$ cat config.mk
export PLATFORM = sky130hd
export DESIGN_NAME = qrm_div
export DESIGN_NICKNAME = d
export VERILOG_FILES = /design/src/rtl/qrm_pkg.sv /design/src/rtl/qrm_div.sv
export SDC_FILE = /design/constraint.sdc
export NUM_CORES = 2
export LEC_CHECK = 0
export BUFFER_PORTS_ARGS = -buffer_cell sky130_fd_sc_hd__clkbuf_2
export CORE_ASPECT_RATIO = 0.5
export CORE_UTILIZATION = 52
export CTS_CLUSTER_DIAMETER = 40
export DETAILED_ROUTE_END_ITERATION = 8
export PLACE_DENSITY = 0.68
export SLEW_MARGIN = 25
export SYNTH_ARGS = -nofsm -noshare
export SYNTH_HDL_FRONTEND = slang
export SYNTH_SLANG_ARGS = --single-unit
$ cat constraint.sdc
create_clock -name clock -period 5.39 [get_ports clock]
set_input_delay 1.078 -clock clock [delete_from_list [all_inputs] [get_ports clock]]
set_output_delay 1.078 -clock clock [all_outputs]
set_load 0.01 [all_outputs]
$ cat src/rtl/qrm_pkg.sv
// ----------------------------------------------------------------------------
// qrm_pkg
// Shared types and constants of the quaternion to rotation matrix pipeline.
// ----------------------------------------------------------------------------
package qrm_pkg;

   localparam int FRAC_BITS = 14;
   localparam int QUO_BITS  = 15;
   localparam int NUM_W     = 49;
   localparam int DEN_W     = 34;
   localparam int ELEMS     = 9;
   localparam logic [15:0] ONE_Q = 16'd16384;

   typedef struct packed {
      logic signed [15:0] quat_w;
      logic signed [15:0] quat_x;
      logic signed [15:0] quat_y;
      logic signed [15:0] quat_z;
   } req_type;

   typedef struct packed {
      logic signed [15:0] m00;
      logic signed [15:0] m01;
      logic signed [15:0] m02;
      logic signed [15:0] m10;
      logic signed [15:0] m11;
      logic signed [15:0] m12;
      logic signed [15:0] m20;
      logic signed [15:0] m21;
      logic signed [15:0] m22;
      logic               zero_quat;
   } rsp_type;

   // Rounded division operands: num = 2|x| + n, den = 2n.
   typedef struct packed {
      logic [NUM_W-1:0] num;
      logic [DEN_W-1:0] den;
      logic             neg;
   } frac_type;

   typedef struct packed {
      logic [NUM_W-1:0]    rem;
      logic [DEN_W-1:0]    den;
      logic [QUO_BITS-1:0] quo;
      logic                neg;
   } div_stage_type;

   typedef struct packed {
      logic [QUO_BITS-1:0] quo;
      logic                neg;
   } quo_type;

endpackage

$ cat src/rtl/qrm_div.sv
// ----------------------------------------------------------------------------
// qrm_div
// Restoring divider, one quotient bit per register stage.
// ----------------------------------------------------------------------------
module qrm_div (
   input  logic               clock,
   input  logic               enable,
   input  qrm_pkg::frac_type  frac,
   output qrm_pkg::quo_type   quo
);
   import qrm_pkg::*;

   div_stage_type stage_ff [QUO_BITS];

   for (genvar k = 0; k < QUO_BITS; k++) begin : g_stage
      localparam int BIT = QUO_BITS - 1 - k;
      div_stage_type cur;
      div_stage_type nxt_in;
      logic [NUM_W-1:0] trial;

      always_comb begin
         if (k == 0) begin
            cur.rem = frac.num;
            cur.den = frac.den;
            cur.quo = '0;
            cur.neg = frac.neg;
         end else begin
            cur = stage_ff[(k == 0) ? 0 : k - 1];
         end
         trial  = NUM_W'(cur.den) << BIT;
         nxt_in = cur;
         if (cur.rem >= trial) begin
            nxt_in.rem      = cur.rem - trial;
            nxt_in.quo[BIT] = 1'b1;
         end
      end

      always_ff @(posedge clock) begin
         if (enable) begin
            stage_ff[k] <= nxt_in;
         end
      end
   end

   assign quo.quo = stage_ff[QUO_BITS-1].quo;
   assign quo.neg = stage_ff[QUO_BITS-1].neg;

endmodule
# After elaboration in Yosys (flattened, before gate mapping)
# Memory sizes are Yosys's and may differ from the RTL's.
# Index checks and enable logic that the tools add are counted.
# word_totals
regBits	0
ram_bits	1485
input_bits	86
memories	1
# memory_table
name	words	word_bits	read_ports	rd_ports_with_merged_regs	write_ports	line_no	text
stage_ff	15	99	15	0	15	qrm_div.sv:13	div_stage_type stage_ff [QUO_BITS];
# classes
add_sub_neg	15
magnitude_cmp	15
muxes	32
# op_table
cell	count
$mux W49	15
$ge A49 B34 Y1	1
$ge A49 B35 Y1	1
$ge A49 B36 Y1	1
$ge A49 B37 Y1	1
$ge A49 B38 Y1	1
$ge A49 B39 Y1	1
$ge A49 B40 Y1	1
$ge A49 B41 Y1	1
$ge A49 B42 Y1	1
$ge A49 B43 Y1	1
$ge A49 B44 Y1	1
$ge A49 B45 Y1	1
$ge A49 B46 Y1	1
$ge A49 B47 Y1	1
$ge A49 B48 Y1	1
$sub A49 B34 Y49	1
$sub A49 B35 Y49	1
$sub A49 B36 Y49	1
$sub A49 B37 Y49	1
$sub A49 B38 Y49	1
$sub A49 B39 Y49	1
$sub A49 B40 Y49	1
$sub A49 B41 Y49	1
8 further kinds	24

# Depth between registers and ports, before layout
# An unclocked memory read counts as a cell.
# logic_depth
depth_word	3
depth_mapped	16

# Worst setup path before layout
# OpenSTA, ideal clock, no wires.
# synth_path
kind	input to register
from	input port frac[11] (netlist name)
to	memory stage_ff[0][67] (netlist name) (data pin)
setup_ns	0.262
arrival_time_ns	3.698
t_required_ns	5.128
setup_slack_ns	1.429
stages	14
path_buffers	2
path_cell_list	inv_1 -> ha_1 -> clkbuf_1 -> a21o_1 -> a31o_1 -> a221o_1 -> a221oi_2 -> o21ai_1 -> a21oi_1 -> a311oi_1 -> nand3_1 -> o211ai_1 -> buf_2 -> mux2_1
# synth_lines
element	line_no	text
start: declaration	qrm_div.sv:8	input qrm_pkg::frac_type frac,
end: declaration	qrm_div.sv:13	

==> metrics.yaml <==
placed_design:
  place.gp.congestion: 0.9223
  dp_hpwl_mm: 113.9
  dpl_cell_area_mm2: 0.07651
  numPortBuffers: 101
  pre_cts_slack_ps: 760.9
min_path:
  hp-class: "register to register"
die:
  die_area_mm2: 0.1433
  ios: 102
  rows: 97
  die-width_um: 534.3
  core-area_mm2: 0.1403
  die_y_um: 268.2
  start_util_pct: 52.51
clock_tree:
  cts_resized: 0
  ctsHtreeMaxLevel: 4
  cts.sinks: 1297
  cts_setup_buffers: 0
  cts_hold_buf: 0
  root_buffer: "clkbuf_16"
  path_clk_slew_ps: 60
  clock_latency_ps: 790
  cts_made_buffers: 154
  clockBufferDepth: 4
  cts_tree: "built"
timing:
  fmax_ghz: 0.2256
  relSlewSlack_pct: 33.79
  skew_ps: 39.10
  layout_min_cycle_time_ps: 4433
  hold_violations: 0
  rsz0062_at_grt: "no"
  tns_ps: 0
  layout_setup_ws_ps: 956.9
  fin_crit_sh_pct: 82.25
  setup_violations: 0
  report.final.slew_viol_count: 0
  tightestPinTransition_ps: 984.1
synth:
  async_reset_ff_share_pct: 0
  ys_types: 94
  ys_seq_area_share_pct: 52.86
  synth-edff-count: 1297
  syn_area_per_cell_um2: 10.83
  ys_seq_elements: 1297
  synth_nets: 7415
  synth_warnings: 0
  netlist_area_mm2: 0.07368
  syn_inst: 6805
  ys.flop_type: "edfxtp_1"
layout:
  utilization_pct: 57.98
  fill_cells: 11818
  regMostFlops: "stage_ff"
  final_common_cell: "edfxtp_1"
  final_cell_mix: "1,297 x edfxtp_1, 639 x inv_1, 635 x nand2_1"
  stdcell_area_mm2: 0.08134
  top_regs: "stage_ff: 1297 flops"
  layout-drive-gt1-share_pct: 6.514
  layout.nets: 7528
  largest_register_ffs: 1297
  area_growth_pct: 10.40
global_route:
  antenna_found_initial: 0
  grt_max_degree: 108
  grt.overflow.total: 0
  grt_pass1_vias: 47269
  track_usage_pct: 20.76
  grt_pass1_wl_mm: 241.5
setup_path:
  crit_buf_inv: 2
  end_kind: "register"
  worstPathRequired_ps: 5910
  slowest_delay_ps: 760
  r2r-start: "stage_ff[0][16]"
  critical_path.max_fanout: 43
  cp_common_cell: "o21a_1"
  critical_path_depth: 14
  path_class: "register to register"
  endpoint: "stage_ff[0][163]"
  r2r_slack_ps: 960
  critPathTopFamily: "compound AO/OA/AOI/OAI gates"
  r2r_cells: 14
  startpoint_type: "register"
  path_cells: "ha_1 -> inv_1 -> fa_1 -> a211oi_1 -> o21a_1 -> o31a_1 -> o21a_1 -> o2111ai_1 -> a311oi_2 -> o21bai_1 -> a21oi_1 -> o21bai_4 -> buf_4 -> mux2_1"
  cp.arrival_ps: 4960
  r2r_end: "stage_ff[0][163]"
  crit_path_top_delay_cell: "o21bai_4"
  cp-startpoint: "stage_ff[0][16]"
run_status:
  status: "complete, no violations"
flow_run:
  drv_cap: 0
route:
  drc: 0
  drt-total-wl_mm: 149.4
  vias: 48998
  wl_per_cell_um: 16.76
  viasPerCell: 5.497
  dr.pass1.iters: 6
  antenna_left: 0
  drt_iter0_drc: 3366
power:
  p_leak_nw: 32.38
  vdd_ir_drop_max_mv: 0.2716
  power_density_mw_per_mm2: 529.1
kinds of logic after synthesis:
family | count (synthesis) | share of synthesized area [%]
AOI/OAI and AO/OA | 1873 | 15.77
xor gates and xnor gates | 512 | 6.086
adders and majority gates | 524 | 9.041
buffers and inverters | 838 | 4.346
DFF | 1297 | 52.86
muxes | 58 | 0.8746
and+or+nand+nor | 1703 | 11.02
synthesized netlist by cell type, types with 14 or more instances:
master	count	share of area [%]
nand4_1	99	0.84
o21ai_1	120	0.82
buf_2	33	0.22
nand2_1	635	3.2
o21bai_1	67	0.68
fa_1	14	0.38
nor2b_1	78	0.66
a31oi_1	41	0.35
nand2b_1	72	0.61
o31a_1	20	0.24
a21o_1	276	2.8
a21oi_1	548	3.7
or3_1	29	0.25
xnor2_1	267	3.2
and4_1	15	0.18
ha_1	510	8.7
a211oi_1	44	0.45
nor2_1	353	1.8
edfxtp_1	1297	53
a21boi_0	15	0.15
or4_1	19	0.19
and3_1	42	0.36
inv_1	639	3.3
o211ai_1	22	0.22
nor3_1	101	0.69
nand3_1	100	0.68
and2_1	17	0.14
a211o_1	14	0.17
mux2_1	35	0.53
clkbuf_1	150	0.76
mux2_2	16	0.24
o21ai_0	438	3.0
o31ai_1	42	0.43
o21a_1	65	0.66
xor2_1	245	2.9
nor4_1	74	0.63
area by class of cell:
cell class / instances / area (um^2) / share of cell area [%]
inverter: 643 / 2414 / 2.967
multi-input combinational: 4670 / 31660 / 38.93
antenna: 1 / 2.502 / 0.003076
tap: 1881 / 2354 / 2.893
clock buffer: 172 / 3964 / 4.873
clock inverter: 97 / 867.1 / 1.066
sequential: 1297 / 38950 / 47.88
timing repair buffer: 152 / 1129 / 1.387
report_power, final:
group / internal [mW] / total, mW / switching [mW]
clock network: 5.79 / 9.94 / 4.15
registers: 14.6 / 16.1 / 1.53
logic: 7.24 / 17.0 / 9.74
total: 27.6 / 43.0 / 15.4
metal layers:
layer	routed length (um)	vias up	part of all wire (%)	track usage, %
li1	-	25153	-	-
met1	71300	22399	48	28.12
met2	64980	1116	43	33.31
met3	6220	330	4.2	3.025
met4	6880	0	4.6	9.448
met5	0	-	0	0
worst reg2reg max path: cells and delay by family, from the launching register on:
| family | cells | cell delay (ps) |
|---|---|---|
| adder cells (fa/ha/maj) | 2 | 450 |
| flip-flops | 1 | 410 |
| multiplexers | 1 | 330 |
| AO/OA/AOI/OAI | 9 | 2590 |
| buffers and inverters | 2 | 400 |
metrics by stage:
step / cells / hold WS [ps] / total power, mW
6_report: 8913 / 402.2 / 43.04
5_1_grt: 8912 / 418.8 / 45.97
4_1_cts: 8912 / 401.0 / 43.18
3_5_place_dp: 8643 / 404.5 / 33.09
3_3_place_gp: 8643 / 400.1 / 32.93
2_1_floorplan: 6805 / 400.3 / 28.95
how the worst min path moves through the flow:
stage | cells after the start | startpoint | to | slack [ps]
2_1_floorplan | 0 | stage_ff[0][15] | stage_ff[0][114] | 400
3_3_place_gp | 0 | stage_ff[1][506] | stage_ff[1][605] | 400
3_5_place_dp | 0 | stage_ff[0][603] | stage_ff[0][702] | 400
4_1_cts | 0 | stage_ff[0][309] | stage_ff[0][408] | 400
5_1_grt | 0 | stage_ff[0][605] | stage_ff[0][704] | 420
6_report | 0 | stage_ff[0][309] | stage_ff[0][408] | 400
Note: power is estimated with default switching activity, not from simulation.
